--- config.mk ---
export PLATFORM = sky130hd
export DESIGN_NAME = csv_streaming_tokenizer_unit_flat
export DESIGN_NICKNAME = d
export VERILOG_FILES = /design/src/sv/cst_pkg.sv /design/src/sv/cst_if.sv /design/src/sv/csv_streaming_tokenizer_unit.sv /design/src/sv/cst_front.sv /design/src/sv/cst_queue.sv /design/src/sv/cst_back.sv /design/src/flat_wrapper.sv
export SDC_FILE = /design/constraint.sdc
export NUM_CORES = 1
export LEC_CHECK = 0
export ABC_AREA = 0
export BUFFER_PORTS_ARGS = -buffer_cell sky130_fd_sc_hd__buf_2
export CORE_AREA = 2 2 344 346
export DETAILED_ROUTE_END_ITERATION = 6
export DIE_AREA = 0 0 346 348
export PLACE_DENSITY_LB_ADDON = 0.2
export SLEW_MARGIN = 20
export SYNTH_ARGS = -nofsm -noshare
export SYNTH_HDL_FRONTEND = slang
export SYNTH_SLANG_ARGS = --single-unit
--- constraint.sdc ---
create_clock -name clock -period 22.1 [get_ports clock]
set_input_delay 4.42 -clock clock [delete_from_list [all_inputs] [get_ports clock]]
set_output_delay 4.42 -clock clock [all_outputs]
set_load 0.02 [all_outputs]
--- src/sv/cst_pkg.sv ---
// shared constants, codes and helpers of the csv streaming tokenizer
package cst_pkg;

   localparam int COL_WIDTH_DEF   = 16;
   localparam int LEN_WIDTH_DEF   = 32;
   localparam int QUEUE_DEPTH_DEF = 4;

   localparam int CSR_INDEX_W = 1;
   localparam int CSR_DATA_W  = 8;

   localparam logic [7:0] QUOTE_BYTE      = 8'h22;
   localparam logic [7:0] NEWLINE_BYTE    = 8'h0A;
   localparam logic [7:0] SEPARATOR_RESET = 8'd44;

   typedef enum logic [1:0] {
      KIND_FIELD   = 2'd0,
      KIND_SEP     = 2'd1,
      KIND_NEWLINE = 2'd2,
      KIND_ERROR   = 2'd3
   } kind_type;

   typedef enum logic [1:0] {
      ERR_NONE   = 2'd0,
      ERR_UNEVEN = 2'd1,
      ERR_QUOTE  = 2'd2
   } err_type;

   typedef enum logic [CSR_INDEX_W-1:0] {
      CSR_SEPARATOR  = 1'b0,
      CSR_NULL_AWARE = 1'b1
   } csr_index_type;

   // queue entry: one flag for a second token, then two tokens of kind, size, column, error
   function automatic int entry_width(int len_w, int col_w);
      return 1 + 2 * ($bits(kind_type) + len_w + col_w + $bits(err_type));
   endfunction

endpackage

--- src/sv/cst_if.sv ---
// request, response and register-write channel interfaces
interface cst_req_if;
   logic       valid;
   logic       ready;
   logic [7:0] data_byte;
   logic       end_of_stream;

   modport source (output valid, output data_byte, output end_of_stream, input ready);
   modport sink (input valid, input data_byte, input end_of_stream, output ready);
endinterface

interface cst_rsp_if #(
   parameter int LEN_WIDTH = cst_pkg::LEN_WIDTH_DEF,
   parameter int COL_WIDTH = cst_pkg::COL_WIDTH_DEF
);
   logic                 valid;
   logic                 ready;
   logic [1:0]           token_kind;
   logic [LEN_WIDTH-1:0] token_size;
   logic [COL_WIDTH-1:0] column;
   logic [1:0]           error_code;
   logic                 last_of_run;

   modport source (output valid, output token_kind, output token_size, output column,
                   output error_code, output last_of_run, input ready);
   modport sink (input valid, input token_kind, input token_size, input column,
                 input error_code, input last_of_run, output ready);
endinterface

interface cst_csr_if;
   logic                             valid;
   logic                             ready;
   logic [cst_pkg::CSR_INDEX_W-1:0]  index;
   logic [cst_pkg::CSR_DATA_W-1:0]   write_data;

   modport source (output valid, output index, output write_data, input ready);
   modport sink (input valid, input index, input write_data, output ready);
endinterface

--- src/sv/csv_streaming_tokenizer_unit.sv ---
// top level of the streaming csv tokenizer
//
// requests on req_chan carry one byte of csv text and an end-of-stream flag;
// each accepted request yields zero, one or two tokens on rsp_chan, the last
// one flagged by last_of_run. csr_chan writes the separator byte (index 0)
// and the null-aware mode bit (index 1); it is always ready. the user must
// write it only while no request is in flight; the block does not enforce it.
// timing: the front end handles a request in the cycle it is accepted and
// pushes its tokens as one group into a short queue; the back end holds the
// output register, so the first token of a request passes through the queue
// and then the output register before it is presented. one request per cycle
// is accepted while the queue is not full; the output register plays one
// token per cycle while rsp_chan is ready, and the sustained rate is one
// token per clock.
// when rsp_chan stalls, the queue fills and req_chan.ready drops once it is
// full; nothing is lost or repeated.
// reset (synchronous, active high) restores separator ',' and plain mode and
// clears the lexer state, queue and output register.
module csv_streaming_tokenizer_unit #(
   parameter int COL_WIDTH   = cst_pkg::COL_WIDTH_DEF,
   parameter int LEN_WIDTH   = cst_pkg::LEN_WIDTH_DEF,
   parameter int QUEUE_DEPTH = cst_pkg::QUEUE_DEPTH_DEF
) (
   input  logic      clock,
   input  logic      reset,
   cst_req_if.sink   req_chan,
   cst_rsp_if.source rsp_chan,
   cst_csr_if.sink   csr_chan
);
   import cst_pkg::*;

   // one queue entry holds every token a single request can cause
   localparam int ENTRY_W = entry_width(LEN_WIDTH, COL_WIDTH);

   logic               push;
   logic [ENTRY_W-1:0] push_data;
   logic               queue_full;
   logic               pop;
   logic [ENTRY_W-1:0] head_data;
   logic               queue_empty;

   // front end: register file, lexer state, token generation
   cst_front #(
      .LEN_WIDTH (LEN_WIDTH),
      .COL_WIDTH (COL_WIDTH)
   ) u_front (
      .clock      (clock),
      .reset      (reset),
      .req_chan   (req_chan),
      .csr_chan   (csr_chan),
      .queue_full (queue_full),
      .push       (push),
      .push_data  (push_data)
   );

   // decoupling queue of token groups
   cst_queue #(
      .WIDTH (ENTRY_W),
      .DEPTH (QUEUE_DEPTH)
   ) u_queue (
      .clock     (clock),
      .reset     (reset),
      .push      (push),
      .push_data (push_data),
      .full      (queue_full),
      .pop       (pop),
      .head_data (head_data),
      .empty     (queue_empty)
   );

   // back end: output register, one token per cycle while rsp_chan is ready
   cst_back #(
      .LEN_WIDTH (LEN_WIDTH),
      .COL_WIDTH (COL_WIDTH)
   ) u_back (
      .clock     (clock),
      .reset     (reset),
      .head_data (head_data),
      .empty     (queue_empty),
      .pop       (pop),
      .rsp_chan  (rsp_chan)
   );

endmodule

--- src/sv/cst_front.sv ---
// front end: lexer state, register file and token generation per request
module cst_front #(
   parameter int LEN_WIDTH = cst_pkg::LEN_WIDTH_DEF,
   parameter int COL_WIDTH = cst_pkg::COL_WIDTH_DEF,
   localparam int ENTRY_W = cst_pkg::entry_width(LEN_WIDTH, COL_WIDTH)
) (
   input  logic               clock,
   input  logic               reset,
   cst_req_if.sink            req_chan,
   cst_csr_if.sink            csr_chan,
   input  logic               queue_full,
   output logic               push,
   output logic [ENTRY_W-1:0] push_data
);
   import cst_pkg::*;

   localparam int SUM_W = ((LEN_WIDTH > COL_WIDTH) ? LEN_WIDTH : COL_WIDTH) + 1;
   localparam logic [LEN_WIDTH-1:0] LEN_MAX = '1;
   localparam logic [COL_WIDTH-1:0] COL_MAX = '1;

   typedef struct packed {
      kind_type             kind;
      logic [LEN_WIDTH-1:0] size;
      logic [COL_WIDTH-1:0] column;
      err_type              err;
   } tok_type;

   typedef struct packed {
      logic    two;
      tok_type tok1;
      tok_type tok0;
   } entry_type;

   typedef struct packed {
      logic [1:0] count;
      tok_type    tok1;
      tok_type    tok0;
   } slots_type;

   function automatic slots_type put_tok(slots_type s, tok_type t);
      slots_type r;
      r = s;
      if (s.count == 2'd0) begin
         r.tok0  = t;
         r.count = 2'd1;
      end else if (s.count == 2'd1) begin
         r.tok1  = t;
         r.count = 2'd2;
      end
      return r;
   endfunction

   function automatic tok_type mk_tok(kind_type k, logic [LEN_WIDTH-1:0] sz,
                                      logic [COL_WIDTH-1:0] col, err_type e);
      tok_type t;
      t.kind   = k;
      t.size   = sz;
      t.column = col;
      t.err    = e;
      return t;
   endfunction

   function automatic logic [LEN_WIDTH-1:0] len_inc(logic [LEN_WIDTH-1:0] x);
      return (x == LEN_MAX) ? x : x + 1'b1;
   endfunction

   function automatic logic [COL_WIDTH-1:0] col_add(logic [COL_WIDTH-1:0] c,
                                                    logic [LEN_WIDTH-1:0] a);
      logic [SUM_W-1:0] s;
      s = SUM_W'(c) + SUM_W'(a);
      return (s > SUM_W'(COL_MAX)) ? COL_MAX : s[COL_WIDTH-1:0];
   endfunction

   // registers
   logic [7:0]           sep_ff;
   logic                 na_ff;
   // lexer state
   logic                 inq_ff, inq_in;
   logic [LEN_WIDTH-1:0] flen_ff, flen_in;
   logic                 fst_ff, fst_in;
   logic [LEN_WIDTH-1:0] run_ff, run_in;
   logic [COL_WIDTH-1:0] col_ff, col_in;
   logic [COL_WIDTH:0]   cpr_ff, cpr_in;
   logic                 first_ff, first_in;
   logic                 stop_ff, stop_in;

   logic                 is_quote, is_nl, is_sep, eos;
   logic [COL_WIDTH:0]   col_plus1;
   logic                 req_acc, csr_acc;
   slots_type            slots;
   entry_type            entry;

   assign eos      = req_chan.end_of_stream;
   assign is_quote = (req_chan.data_byte == QUOTE_BYTE);
   assign is_nl    = (req_chan.data_byte == NEWLINE_BYTE);
   assign is_sep   = !is_quote && !is_nl && (req_chan.data_byte == sep_ff);

   assign req_chan.ready = !queue_full;
   assign csr_chan.ready = 1'b1;
   assign req_acc        = req_chan.valid && req_chan.ready;
   assign csr_acc        = csr_chan.valid;

   always_comb begin
      inq_in    = inq_ff;
      flen_in   = flen_ff;
      fst_in    = fst_ff;
      run_in    = run_ff;
      col_in    = col_ff;
      cpr_in    = cpr_ff;
      first_in  = first_ff;
      stop_in   = stop_ff;
      slots     = '0;
      col_plus1 = '0;

      if (!stop_ff) begin
         if (inq_ff) begin
            flen_in = len_inc(flen_ff);
            if (is_quote) begin
               inq_in = 1'b0;
            end
         end else begin
            // pending separator run goes out ahead of anything else
            if (run_ff != '0 && !(is_sep && na_ff)) begin
               slots  = put_tok(slots, mk_tok(KIND_SEP, run_ff, '0, ERR_NONE));
               col_in = col_add(col_in, run_ff);
               run_in = '0;
            end

            if (is_quote) begin
               inq_in  = 1'b1;
               fst_in  = 1'b1;
               flen_in = len_inc(flen_in);
            end else if (is_nl) begin
               if (fst_in) begin
                  slots = put_tok(slots, mk_tok(KIND_FIELD, flen_in, col_in, ERR_NONE));
               end
               flen_in   = '0;
               col_plus1 = (COL_WIDTH + 1)'(col_in) + (COL_WIDTH + 1)'(1);
               if (first_ff) begin
                  cpr_in = col_plus1;
               end
               if (col_plus1 != cpr_in) begin
                  slots   = put_tok(slots, mk_tok(KIND_ERROR, '0, '0, ERR_UNEVEN));
                  stop_in = 1'b1;
               end else begin
                  slots = put_tok(slots, mk_tok(KIND_NEWLINE, LEN_WIDTH'(1), '0, ERR_NONE));
               end
               col_in   = '0;
               first_in = 1'b0;
               fst_in   = !na_ff;
            end else if (is_sep) begin
               if (na_ff) begin
                  if (run_in != '0) begin
                     run_in = len_inc(run_in);
                  end else begin
                     if (fst_in) begin
                        slots = put_tok(slots, mk_tok(KIND_FIELD, flen_in, col_in, ERR_NONE));
                     end
                     flen_in = '0;
                     fst_in  = 1'b0;
                     run_in  = LEN_WIDTH'(1);
                  end
               end else begin
                  if (fst_in) begin
                     slots = put_tok(slots, mk_tok(KIND_FIELD, flen_in, col_in, ERR_NONE));
                  end
                  flen_in = '0;
                  slots   = put_tok(slots, mk_tok(KIND_SEP, LEN_WIDTH'(1), '0, ERR_NONE));
                  col_in  = col_add(col_in, LEN_WIDTH'(1));
                  fst_in  = 1'b1;
               end
            end else begin
               fst_in  = 1'b1;
               flen_in = len_inc(flen_in);
            end
         end

         // end of stream flush
         if (eos && !stop_in) begin
            if (inq_in) begin
               slots = put_tok(slots, mk_tok(KIND_ERROR, '0, '0, ERR_QUOTE));
            end else begin
               if (flen_in != '0) begin
                  slots = put_tok(slots, mk_tok(KIND_FIELD, flen_in, col_in, ERR_NONE));
               end
               if (run_in != '0) begin
                  slots = put_tok(slots, mk_tok(KIND_SEP, run_in, '0, ERR_NONE));
               end
            end
         end
      end

      if (eos) begin
         inq_in   = 1'b0;
         flen_in  = '0;
         fst_in   = !na_ff;
         run_in   = '0;
         col_in   = '0;
         cpr_in   = '0;
         first_in = 1'b1;
         stop_in  = 1'b0;
      end
   end

   assign entry.two  = (slots.count == 2'd2);
   assign entry.tok1 = slots.tok1;
   assign entry.tok0 = slots.tok0;
   assign push       = req_acc && (slots.count != 2'd0);
   assign push_data  = entry;

   always_ff @(posedge clock) begin
      if (reset) begin
         sep_ff   <= SEPARATOR_RESET;
         na_ff    <= 1'b0;
         inq_ff   <= 1'b0;
         flen_ff  <= '0;
         fst_ff   <= 1'b1;
         run_ff   <= '0;
         col_ff   <= '0;
         cpr_ff   <= '0;
         first_ff <= 1'b1;
         stop_ff  <= 1'b0;
      end else begin
         if (req_acc) begin
            inq_ff   <= inq_in;
            flen_ff  <= flen_in;
            fst_ff   <= fst_in;
            run_ff   <= run_in;
            col_ff   <= col_in;
            cpr_ff   <= cpr_in;
            first_ff <= first_in;
            stop_ff  <= stop_in;
         end
         if (csr_acc) begin
            unique case (csr_index_type'(csr_chan.index))
               CSR_SEPARATOR: begin
                  sep_ff <= csr_chan.write_data;
               end
               CSR_NULL_AWARE: begin
                  na_ff <= csr_chan.write_data[0];
                  // mode switch only rearms the field when nothing is pending
                  if (flen_ff == '0 && run_ff == '0 && !inq_ff) begin
                     fst_ff <= !csr_chan.write_data[0];
                  end
               end
            endcase
         end
      end
   end

   a_silent_after_error: assert property (@(posedge clock) disable iff (reset)
      (req_acc && stop_ff && !eos) |-> !push)
      else $error("token produced while stopped on error");

   a_restart_on_eos: assert property (@(posedge clock) disable iff (reset)
      (req_acc && eos && !csr_acc) |=> (first_ff && !stop_ff && !inq_ff && run_ff == '0))
      else $error("lexer state not restarted after end of stream");

endmodule

--- src/sv/cst_queue.sv ---
// small register queue of token groups between front and back end
module cst_queue #(
   parameter int WIDTH = 8,
   parameter int DEPTH = cst_pkg::QUEUE_DEPTH_DEF
) (
   input  logic             clock,
   input  logic             reset,
   input  logic             push,
   input  logic [WIDTH-1:0] push_data,
   output logic             full,
   input  logic             pop,
   output logic [WIDTH-1:0] head_data,
   output logic             empty
);
   localparam int PTR_W = (DEPTH > 1) ? $clog2(DEPTH) : 1;
   localparam int CNT_W = $clog2(DEPTH + 1);

   logic [WIDTH-1:0] mem_ff [DEPTH];
   logic [PTR_W-1:0] wr_ptr_ff, rd_ptr_ff;
   logic [CNT_W-1:0] count_ff;

   assign full      = (count_ff == CNT_W'(DEPTH));
   assign empty     = (count_ff == '0);
   assign head_data = mem_ff[rd_ptr_ff];

   always_ff @(posedge clock) begin
      if (push) begin
         mem_ff[wr_ptr_ff] <= push_data;
      end
   end

   always_ff @(posedge clock) begin
      if (reset) begin
         wr_ptr_ff <= '0;
         rd_ptr_ff <= '0;
         count_ff  <= '0;
      end else begin
         if (push) begin
            wr_ptr_ff <= (wr_ptr_ff == PTR_W'(DEPTH - 1)) ? '0 : wr_ptr_ff + 1'b1;
         end
         if (pop) begin
            rd_ptr_ff <= (rd_ptr_ff == PTR_W'(DEPTH - 1)) ? '0 : rd_ptr_ff + 1'b1;
         end
         if (push && !pop) begin
            count_ff <= count_ff + 1'b1;
         end else if (pop && !push) begin
            count_ff <= count_ff - 1'b1;
         end
      end
   end

   a_no_overflow: assert property (@(posedge clock) disable iff (reset) push |-> !full)
      else $error("push into full queue");

   a_no_underflow: assert property (@(posedge clock) disable iff (reset) pop |-> !empty)
      else $error("pop from empty queue");

   a_count_bound: assert property (@(posedge clock) disable iff (reset)
      count_ff <= CNT_W'(DEPTH))
      else $error("queue count beyond depth");

endmodule

--- src/sv/cst_back.sv ---
// back end: output register that plays out each token group one token at a time
module cst_back #(
   parameter int LEN_WIDTH = cst_pkg::LEN_WIDTH_DEF,
   parameter int COL_WIDTH = cst_pkg::COL_WIDTH_DEF,
   localparam int ENTRY_W = cst_pkg::entry_width(LEN_WIDTH, COL_WIDTH)
) (
   input  logic               clock,
   input  logic               reset,
   input  logic [ENTRY_W-1:0] head_data,
   input  logic               empty,
   output logic               pop,
   cst_rsp_if.source          rsp_chan
);
   import cst_pkg::*;

   typedef struct packed {
      kind_type             kind;
      logic [LEN_WIDTH-1:0] size;
      logic [COL_WIDTH-1:0] column;
      err_type              err;
   } tok_type;

   typedef struct packed {
      logic    two;
      tok_type tok1;
      tok_type tok0;
   } entry_type;

   entry_type cur_ff;
   logic      valid_ff;
   logic      idx_ff;
   tok_type   tok;
   logic      last;
   logic      done;

   assign tok  = idx_ff ? cur_ff.tok1 : cur_ff.tok0;
   assign last = (idx_ff == cur_ff.two);
   // group finished or nothing held
   assign done = !valid_ff || (rsp_chan.ready && last);
   assign pop  = done && !empty;

   assign rsp_chan.valid       = valid_ff;
   assign rsp_chan.token_kind  = tok.kind;
   assign rsp_chan.token_size  = tok.size;
   assign rsp_chan.column      = tok.column;
   assign rsp_chan.error_code  = tok.err;
   assign rsp_chan.last_of_run = last;

   always_ff @(posedge clock) begin
      if (pop) begin
         cur_ff <= entry_type'(head_data);
      end
   end

   always_ff @(posedge clock) begin
      if (reset) begin
         valid_ff <= 1'b0;
         idx_ff   <= 1'b0;
      end else begin
         if (pop) begin
            valid_ff <= 1'b1;
            idx_ff   <= 1'b0;
         end else if (done) begin
            valid_ff <= 1'b0;
            idx_ff   <= 1'b0;
         end else if (rsp_chan.ready) begin
            idx_ff <= 1'b1;
         end
      end
   end

   a_index_in_group: assert property (@(posedge clock) disable iff (reset)
      (valid_ff && !cur_ff.two) |-> !idx_ff)
      else $error("second token played from single-token group");

   a_second_follows: assert property (@(posedge clock) disable iff (reset)
      (valid_ff && rsp_chan.ready && !last) |=> (valid_ff && idx_ff))
      else $error("second token of group lost");

endmodule
--- src/flat_wrapper.sv ---
// flat-port wrapper written by rule: the top's interface ports become plain ports
module csv_streaming_tokenizer_unit_flat import cst_pkg::*;
#(
   parameter int COL_WIDTH   = cst_pkg::COL_WIDTH_DEF,
   parameter int LEN_WIDTH   = cst_pkg::LEN_WIDTH_DEF,
   parameter int QUEUE_DEPTH = cst_pkg::QUEUE_DEPTH_DEF
)
  (clock, reset, req_chan_valid, req_chan_data_byte, req_chan_end_of_stream, req_chan_ready, rsp_chan_valid, rsp_chan_token_kind, rsp_chan_token_size, rsp_chan_column, rsp_chan_error_code, rsp_chan_last_of_run, rsp_chan_ready, csr_chan_valid, csr_chan_index, csr_chan_write_data, csr_chan_ready);
  cst_req_if req_chan_i ();
  cst_rsp_if #(.LEN_WIDTH(LEN_WIDTH), .COL_WIDTH(COL_WIDTH)) rsp_chan_i ();
  cst_csr_if csr_chan_i ();
  input  logic clock;
  input  logic reset;
  input wire logic [$bits(req_chan_i.valid)-1:0] req_chan_valid;
  input wire logic [$bits(req_chan_i.data_byte)-1:0] req_chan_data_byte;
  input wire logic [$bits(req_chan_i.end_of_stream)-1:0] req_chan_end_of_stream;
  output wire logic [$bits(req_chan_i.ready)-1:0] req_chan_ready;
  output wire logic [$bits(rsp_chan_i.valid)-1:0] rsp_chan_valid;
  output wire logic [$bits(rsp_chan_i.token_kind)-1:0] rsp_chan_token_kind;
  output wire logic [$bits(rsp_chan_i.token_size)-1:0] rsp_chan_token_size;
  output wire logic [$bits(rsp_chan_i.column)-1:0] rsp_chan_column;
  output wire logic [$bits(rsp_chan_i.error_code)-1:0] rsp_chan_error_code;
  output wire logic [$bits(rsp_chan_i.last_of_run)-1:0] rsp_chan_last_of_run;
  input wire logic [$bits(rsp_chan_i.ready)-1:0] rsp_chan_ready;
  input wire logic [$bits(csr_chan_i.valid)-1:0] csr_chan_valid;
  input wire logic [$bits(csr_chan_i.index)-1:0] csr_chan_index;
  input wire logic [$bits(csr_chan_i.write_data)-1:0] csr_chan_write_data;
  output wire logic [$bits(csr_chan_i.ready)-1:0] csr_chan_ready;
  assign req_chan_i.valid = req_chan_valid;
  assign req_chan_i.data_byte = req_chan_data_byte;
  assign req_chan_i.end_of_stream = req_chan_end_of_stream;
  assign req_chan_ready = req_chan_i.ready;
  assign rsp_chan_valid = rsp_chan_i.valid;
  assign rsp_chan_token_kind = rsp_chan_i.token_kind;
  assign rsp_chan_token_size = rsp_chan_i.token_size;
  assign rsp_chan_column = rsp_chan_i.column;
  assign rsp_chan_error_code = rsp_chan_i.error_code;
  assign rsp_chan_last_of_run = rsp_chan_i.last_of_run;
  assign rsp_chan_i.ready = rsp_chan_ready;
  assign csr_chan_i.valid = csr_chan_valid;
  assign csr_chan_i.index = csr_chan_index;
  assign csr_chan_i.write_data = csr_chan_write_data;
  assign csr_chan_ready = csr_chan_i.ready;
  csv_streaming_tokenizer_unit #(.COL_WIDTH(COL_WIDTH), .LEN_WIDTH(LEN_WIDTH), .QUEUE_DEPTH(QUEUE_DEPTH)) u_core (.clock(clock), .reset(reset), .req_chan(req_chan_i), .rsp_chan(rsp_chan_i), .csr_chan(csr_chan_i));
endmodule
# After elaboration in Yosys (flattened, before gate mapping)
# Memories as Yosys holds them, arrays and structs flattened. A register that Yosys moved wholly into a read port is not among the register bits.
# Index checks and enable logic that the tools add are counted.
[word_totals]
mem_bits_ro = 0
n_memories = 1
ramBits = 420
reg_bits = 119
latchBits = 0
elab_cells = 236
[mem_list]
columns = ["name", "words", "width", "read_ports", "rd_ports_with_merged_regs", "wr", "line_no", "source"]
rows = [
  ["u_core.u_queue.mem_ff", 4, 105, 1, 1, 1, "cst_queue.sv:18", "logic [WIDTH-1:0] mem_ff [DEPTH];"],
]
[op_classes]
n_eq_ne = 19
n_addsub = 9
reduce_logical = 47
n_mul = 0
muxes = 142
n_lt_le_gt_ge = 2
n_shift = 0
div = 0
n_bitwise = 1
[ops]
columns = ["operator", "n"]
rows = [
  ["two-way mux 106 bit", 29],
  ["two-way mux 52 bit", 15],
  ["two-way mux 32 bit", 23],
  ["two-way mux 54 bit", 7],
  ["two-way mux 16 bit", 12],
  ["two-way mux 17 bit", 10],
  ["nonzero test 32 bit", 4],
  ["two-way mux 105 bit", 1],
  ["adder 32 x 1 -> 32 bit, second input constant", 2],
  ["equality test 32 bit, second input constant", 2],
  ["zero test 32 bit", 2],
  ["adder 16 x 1 -> 17 bit, second input constant", 2],
  ["two-way mux 1 bit", 34],
  ["adder 16 x 32 -> 33 bit", 1],
  ["> comparator 33 x 16 -> 1 bit, second input constant", 1],
  ["two-way mux 2 bit", 9],
  ["> comparator 17 x 16 -> 1 bit, second input constant", 1],
  ["!= test 17 bit", 1],
  ["logical AND 1 bit", 13],
  ["zero test 1 bit", 12],
  ["equality test 2 x 1 -> 1 bit, second input constant", 5],
  ["zero test 2 bit", 5],
  ["equality test 8 x 4 -> 1 bit, second input constant", 1],
  ["equality test 8 x 6 -> 1 bit, second input constant", 1],
  ["16 further kinds", 27],
]

# Longest topological paths before layout
# Gate-level depths: netlist (run 1).
[logic_depth]
ltp_word = 49
mapped_depth = 32
ltp_nobuf = 29

# By module
# A second synthesis (run 1) with hierarchy kept.
[hier_totals]
cells_unflattened = 3114
hier_area_um2 = 34877.2
[by_module_without_submodules]
columns = ["module", "seq_area_each_um2", "n_inst", "cells_per_inst", "area_per_inst_um2"]
rows = [
  ["cst_queue", 12792.3, 1, 593, 15597.5],
  ["cst_front", 2202.1, 1, 2347, 15352.2],
  ["cst_back", 3193.1, 1, 174, 3927.5],
]

# Least setup slack after synthesis (run 1)
# Ideal clock, no wire load.
[synth_path]
path_kind = "in2reg"
start = "input port req_chan_data_byte[2]"
end = "memory u_core.u_queue.mem_ff[0][0] (netlist bit), enable pin"
path_slack_ns = 9.635
cell_stages = 23
setup_time_ns = 0.476
path_buffers = 5
required_ns = 21.624
t_arrival_ns = 11.989
cell_sequence = "nor4b_4 -> nand3_1 -> nand4_2 -> nand2_1 -> inv_2 -> buf_2 -> buf_2 -> buf_2 -> clkbuf_1 -> clkbuf_1 -> nor2_1 -> a31oi_1 -> ha_1 -> a21boi_0 -> a21oi_1 -> a41o_1 -> nor3_1 -> o21ai_1 -> or4_4 -> o31ai_4 -> o2111ai_1 -> o21ai_1 -> and2_1"
[synth_via]
elab_chain_cells = 47
[synth_rtl]
columns = ["element", "line_no", "source"]
rows = [
  ["start: declaration", "flat_wrapper.sv:15", "input wire logic [$bits(req_chan_i.data_byte)-1:0] req_chan_data_byte;"],
  ["branches (longest 41 deep; another with adder 16 x 1 -> 17 bit)", "--", ""],
  ["two-way mux 106 bit *", "cst_front.sv:179", "if (eos && !stop_in) begin"],
  ["two-way mux 106 bit *", "cst_front.sv:115", "if (!stop_ff) begin"],
  ["nonzero test 2 bit *", "cst_front.sv:208", "assign push = req_acc && (slots.count != 2'd0);"],
  ["logical AND 1 bit *", "cst_front.sv:208", ""],
  ["via u_core.push", "csv_streaming_tokenizer_unit.sv:35", "logic push;"],
  ["two-way mux 1 bit *", "cst_queue.sv:27", "if (push) begin"],
  ["two-way mux 1 bit (not written as such) *", "cst_queue.sv:28", "mem_ff[wr_ptr_ff] <= push_data;"],
  ["end: declaration", "cst_queue.sv:18", ""],
]
# Mark *: on every way through the listed nets, which the timed path passes. The select of a mux whose other input is x is not followed.

# Worst setup path after layout (run 1)
[layout_path]
start = "input port req_chan_data_byte[2]"
end = "memory u_core.u_queue.mem_ff[3][33] (netlist bit), enable pin"
# The elaborated chain is that of the path after synthesis.

==> results.json, run 1 <==
{
  "ant_nets": 0,
  "dr_total_vias": 27400,
  "syn_area_per_cell_um2": 11.2,
  "placed_cells": 4512,
  "finClkSkew_ns": 0.0620,
  "wl_um": 124000,
  "grt_max_degree": 78,
  "die-area_um2": 120000,
  "cts_resized": 0,
  "drtPass1Iterations": 6,
  "placed_area_um2": 36700,
  "async_flop_share_pct": 0,
  "ys_seq_elements": 644,
  "synth-edff-count": 525,
  "synth_flop_cell": "edfxtp_1",
  "fmax_ghz": 0.0792,
  "reg2reg_from": "u_core.u_front.col_ff[3]",
  "grt_pass1_vias": 26000,
  "root_buffer": "clkbuf_16",
  "layout-drive-gt1-share_pct": 16.5,
  "slew_headroom_pct": 19.2,
  "crit_fanout": 61,
  "synth_nets": 3166,
  "leakage_nw": 12.7,
  "synthDistinctLibCells": 118,
  "worst_ep_arrival_time_ns": 12.89,
  "crit_path_start": "req_chan_data_byte[2]",
  "place_congestion": 0.950,
  "area_delta_synth_final_pct": 12.0,
  "fin_crit_ns": 12.63,
  "seq_power_share_pct": 46.8,
  "hold_viol_final": 0,
  "switching_share_pct": 28.0,
  "status": "finished, final reports clean",
  "die_y_um": 348,
  "start_util_pct": 29.8,
  "cts_buffers": 74,
  "ios": 79,
  "core_um2": 117000,
  "clkTransAtPathRegs_ns": 0.05,
  "finalSetupViolCount": 0,
  "ys_seq_area_share_pct": 52.1,
  "fin_nets": 3115,
  "maxCapViolCount": 0,
  "synth.most_common_cell": "edfxtp_1",
  "place_ws_ns": 8.88,
  "clk_latency_ns": 0.68,
  "ir_worst_vdd_mv": 0.0649,
  "final_cell_area_um2": 39000,
  "rr_worst_depth": 23,
  "end_kind": "flip-flop",
  "htreeDepth": 3,
  "dp_hpwl_um": 86000,
  "wire_per_inst_um": 26.6,
  "r2r_end": "u_core.u_queue.mem_ff[3][33]",
  "row_count": 126,
  "syn_inst": 3103,
  "setup_tns_ns": 0,
  "power_mw": 3.37,
  "net-switching-power_mw": 0.943,
  "fill_cells": 11700,
  "hold_buffers": 0,
  "grt_pass1_wl_um": 183000,
  "utilization_pct": 33.4,
  "ys_top_cells_by_count": "edfxtp_1, nor2_1, nand2_1, clkbuf_1, a21oi_1",
  "yosys_warnings": 0,
  "cts_setup_buffers": 0,
  "reg2reg_setup_slack_ns": 12.46,
  "final_max_slew_viol_count": 0,
  "clock_sinks": 644,
  "cts.path.max_buffers": 3,
  "intPower_mw": 2.42,
  "syn_area_um2": 34900,
  "portBuffers": 77,
  "power_density_nw_per_um2": 86.2,
  "drc": 0,
  "drtIter0Drc": 3141,
  "cp_data_required_time_ns": 22.35,
  "synth_top_cell_area_share_pct": 45.2,
  "cts_tree": "yes",
  "tightest_slew_ns": 1.20,
  "holdWs_ns": 0.479,
  "min_path_type": "reg2reg",
  "gr-total-overflow": 0,
  "antenna_found_initial": 11,
  "synthTopCellsByArea": "edfxtp_1, dfxtp_1, mux4_2",
  "crit_end": "u_core.u_queue.mem_ff[3][33]",
  "rsz0062_at_grt": "no",
  "viasPerCell": 5.89,
  "synth_top_area_cell": "edfxtp_1",
  "layout.cells.non_filler": 4650,
  "combPwrFrac_pct": 18.4,
  "cp-start-kind": "input pin",
  "worst_slack_ns": 9.47,
  "track_usage_pct": 20.1,
  "fin_crit_sh_pct": 57.2,
  "timing_worst_setup_path_type": "in2reg",
  "die_w_um": 346,
  "pwr-share-clk_pct": 34.8
}
==> metal layers <==
metal	wire (um)	vias to the layer above	share of wire [%]	global-route usage, %
li1	-	12100	-	-
met1	57300	13700	46	29.9
met2	52800	1373	43	29.3
met3	10200	220	8.2	3.94
met4	3490	10	2.8	6.18
met5	71	-	0.057	0
==> worst min path at each step <==
stage	startpoint	slack (ns)	depth (start not counted)	end
3_3_place_gp	u_core.u_front.sep_ff[1]	0.47	2	u_core.u_front.sep_ff[1]
5_1_grt	u_core.u_front.sep_ff[0]	0.49	2	u_core.u_front.sep_ff[0]
4_1_cts	u_core.u_front.sep_ff[1]	0.48	2	u_core.u_front.sep_ff[1]
6_report	u_core.u_front.sep_ff[1]	0.48	2	u_core.u_front.sep_ff[1]
3_5_place_dp	u_core.u_front.sep_ff[1]	0.47	2	u_core.u_front.sep_ff[1]
2_1_floorplan	u_core.u_front.sep_ff[0]	0.45	2	u_core.u_front.sep_ff[0]
==> placed cells by master, fill, tap and decap left out, drive strengths merged, types with 13 or more instances in the layout <==
master | synthesis | final
or3 | 52 | 52
a211oi | 18 | 18
nand4 | 57 | 57
nand2b | 13 | 13
clkbuf | 201 | 91
nor4 | 43 | 43
xnor2 | 42 | 42
dfxtp | 119 | 119
a22o | 15 | 15
inv | 46 | 49
nand3 | 86 | 86
mux4 | 105 | 105
edfxtp | 525 | 525
and3 | 29 | 29
nand2 | 242 | 242
mux2 | 53 | 53
nor3 | 92 | 92
a31oi | 48 | 48
a22oi | 116 | 116
and4 | 27 | 27
and2 | 25 | 25
ha | 38 | 38
xor2 | 20 | 20
o21ai | 146 | 146
nor2 | 249 | 249
a21o | 35 | 35
o311ai | 23 | 23
o21a | 15 | 15
o211ai | 45 | 45
a221oi | 64 | 64
o31ai | 21 | 21
buf | 83 | 157
a21oi | 189 | 189
clkinv | 1 | 34
==> power groups by stage <==
stage               Clock [mW]  Combinational (mW)  Sequential, mW
CTS                       1.20               0.638            1.58
global placement             0               0.637            1.60
floorplan                    0               0.449            1.58
global route              1.25               0.671            1.59
finish                    1.17               0.621            1.57
detailed placement           0               0.636            1.60
==> area by class of cell <==
| type | instances | area [um^2] | area share, % |
|---|---|---|---|
| Antenna cell | 6 | 15.0 | 0.0385 |
| Clock buffer | 91 | 1990 | 5.09 |
| Clock inverter | 41 | 334 | 0.856 |
| Inverter | 47 | 176 | 0.452 |
| Multi-Input combinational cell | 2128 | 15500 | 39.6 |
| Sequential cell | 644 | 18200 | 46.5 |
| Tap cell | 1536 | 1920 | 4.92 |
| Timing Repair Buffer | 157 | 988 | 2.53 |
==> critical path, cell delays in order <==
cell and delay, ns:
buf_2 0.12, nor4b_4 0.51, and3_1 0.77, nor4_2 0.20
nand2_1 0.15, ha_1 0.18, and3_1 0.40, or3_1 0.70
o21ai_0 0.21, a21oi_1 0.33, or4b_1 0.46, or4_1 0.61
nor4_4 0.49, nand2_1 0.11, nand2_1 0.11, inv_1 0.05
ha_1 0.26, inv_1 0.16, a21o_1 0.12, o211ai_1 0.11
nand2b_1 0.15, o2111ai_1 0.20, o21ai_1 0.34, and2_4 0.86
buf_4 0.70
==> cells by family after synthesis <==
kind of cell,after synthesis,synth area share [%]
buffers and inverters,331,3.96
XOR/XNOR,64,1.69
other,1,0.0108
adder cells (fa/ha/maj),40,1.48
AND/OR/NAND/NOR,985,14.4
flip-flops,644,52.1
AO/OA/AOI/OAI,868,17.5
multiplexers,170,8.84
==> flip-flops by register name, indices dropped and copies added, names as in the netlist, 3 cells and up <==
name / flops
u_core.u_queue.count_ff: 3
u_core.u_front.cpr_ff: 17
u_core.u_queue.mem_ff: 420
u_core.u_front.col_ff: 16
u_core.u_front.run_ff: 32
u_core.u_front.sep_ff: 8
u_core.u_back.cur_ff: 105
u_core.u_front.flen_ff: 32
Power figures use the tool's default switching activity.
==> run 2: changes to the inputs <==
Clock period 22.1 ns to 12.1 ns, I/O delays scaled along.
==> run 2 against run 1 <==
  * Sequential share of layout area fell by 0.16 points
  * Cell count barely moved
  * Hold slack got worse by 0.0029 ns
  * Via count fell by 0.24%
  * Worst setup slack got worse by 7.2 ns
  * First-iteration DRC count rose by 13%
  * Combinational power rose by 80%
  * Critical path type unchanged
  * Critical endpoint is now u_core.u_queue.mem_ff[3][60]
==> results.json, run 2 (synthesis results as in run 1) <==
{
  "layout.cells.non_filler": 4651,
  "holdWs_ns": 0.476,
  "antenna_found_initial": 3,
  "cp_data_required_time_ns": 12.39,
  "dr_total_vias": 27300,
  "tightest_slew_ns": 1.14,
  "min_path_type": "reg2reg",
  "placed_cells": 4510,
  "largest_reg_flops": 420,
  "clock_sinks": 644,
  "r2r_end": "u_core.u_queue.mem_ff[3][60]",
  "cp_common_cell": "nand2_1",
  "ios": 79,
  "row_count": 126,
  "area_delta_synth_final_pct": 12.4,
  "ant_nets": 0,
  "die_y_um": 348,
  "layout_commonest_cell": "edfxtp_1",
  "placed_area_um2": 36700,
  "grt_max_degree": 106,
  "cts_tree": "yes",
  "cpPeakStageDelay_ns": 0.71,
  "path_buf_inv": 4,
  "hold_buffers": 0,
  "fmax_ghz": 0.102,
  "finalSetupViolCount": 0,
  "fin_nets": 3114,
  "utilization_pct": 33.5,
  "reg2reg_setup_slack_ns": 2.93,
  "start_util_pct": 29.8,
  "reg_top3": "u_core.u_queue.mem_ff (420), u_core.u_back.cur_ff (105)",
  "final_cell_area_um2": 39200,
  "place_congestion": 0.964,
  "grt_pass1_wl_um": 184000,
  "grt_pass1_vias": 26100,
  "power_density_nw_per_um2": 159,
  "leakage_nw": 12.7,
  "dp_hpwl_um": 85700,
  "drtPass1Iterations": 6,
  "cp-start-kind": "input pin",
  "status": "finished, final reports clean",
  "portBuffers": 77,
  "maxCapViolCount": 0,
  "end_kind": "flip-flop",
  "fin_crit_sh_pct": 81.4,
  "cpLargestDelayFamily": "simple AND/OR/NAND/NOR gates",
  "core_um2": 117000,
  "cp.depth": 25,
  "wl_um": 124000,
  "viasPerCell": 5.87,
  "cts_setup_buffers": 0,
  "crit_path_start": "req_chan_data_byte[2]",
  "largest_register": "u_core.u_queue.mem_ff",
  "cts_resized": 0,
  "layout-drive-gt1-share_pct": 16.7,
  "ir_worst_vdd_mv": 0.119,
  "fill_cells": 11700,
  "cts.path.max_buffers": 3,
  "rsz0062_at_grt": "no",
  "reg2reg_from": "u_core.u_front.run_ff[13]",
  "drc": 0,
  "drtIter0Drc": 3565,
  "timing_worst_setup_path_type": "in2reg",
  "clkTransAtPathRegs_ns": 0.06,
  "finClkSkew_ns": 0.0403,
  "cts_buffers": 75,
  "die-area_um2": 120000,
  "critical_path.slowest_cell": "or3_1",
  "rr_worst_depth": 23,
  "slew_headroom_pct": 23.4,
  "layout_common_cells": "edfxtp_1, nor2_1, nand2_1",
  "crit_fanout": 33,
  "root_buffer": "clkbuf_16",
  "die_w_um": 346,
  "wire_per_inst_um": 26.6,
  "htreeDepth": 3,
  "fin_crit_ns": 9.85,
  "crit_end": "u_core.u_queue.mem_ff[3][60]",
  "track_usage_pct": 20.1,
  "worst_ep_arrival_time_ns": 10.14,
  "gr-total-overflow": 0,
  "setup_tns_ns": 0,
  "hold_viol_final": 0,
  "clk_latency_ns": 0.68,
  "final_max_slew_viol_count": 0
}
[run 2: cell count changes in the layout (fill, tap and decap cells not counted), moves of 3 or more]
cell	previous run	this run
diode_2	6	3
buf_4	81	74
clkinv_1	20	13
bufinv_16	2	5
clkinvlp_4	3	8
buf_12	0	5
clkinv_2	10	13
[run 2: final cells by class]
class                   instances  area, um^2  share of cell area, %
inverters                      47         176                  0.450
diodes                          3        7.51                 0.0192
well taps                    1536        1920                   4.90
flip-flops and latches        644       18200                   46.3
clock buffers                  91        1950                   4.98
clock inverters                47         490                   1.25
multi-input cells            2128       15400                   39.4
repair buffers                155        1040                   2.64
[run 2: how the worst min path moves through the flow]
stage,slack [ns],endpoint,depth (start not counted),startpoint
after floorplan,0.45,u_core.u_front.sep_ff[0],2,u_core.u_front.sep_ff[0]
after global placement,0.47,u_core.u_front.sep_ff[4],2,u_core.u_front.sep_ff[4]
after detailed placement,0.47,u_core.u_front.sep_ff[4],2,u_core.u_front.sep_ff[4]
after CTS,0.48,u_core.u_front.sep_ff[4],2,u_core.u_front.sep_ff[4]
after global routing,0.49,u_core.u_front.sep_ff[0],2,u_core.u_front.sep_ff[0]
final,0.48,u_core.u_front.sep_ff[4],2,u_core.u_front.sep_ff[4]
[run 2: tightest hold or removal path, stage by stage (launching register included)]
cell and delay (ns):
dfxtp_1 0.32, nand2_1 0.06, a21oi_1 0.05
[run 2: where the power goes]
| part | switching (mW) | internal [mW] |
|---|---|---|
| clock | 0.960 | 1.28 |
| combinational | 0.665 | 0.451 |
| sequential | 0.116 | 2.76 |
[run 2: metal layers]
layer	vias up	share of wire, %	global-route usage [%]	wire [um]
li1	12100	-	-	-
met1	13800	45	29.3	56200
met2	1272	44	30.3	54200
met3	193	7.9	3.28	9730
met4	0	2.8	6.50	3520
met5	-	0	0	0
[run 2: stage by stage]
step / worst slack [ns] / total power [mW]
2_1_floorplan: 1.64 / 3.71
3_3_place_gp: 1.75 / 4.06
3_5_place_dp: 1.65 / 4.07
4_1_cts: 2.34 / 6.33
5_1_grt: 1.67 / 6.50
6_report: 2.25 / 6.23
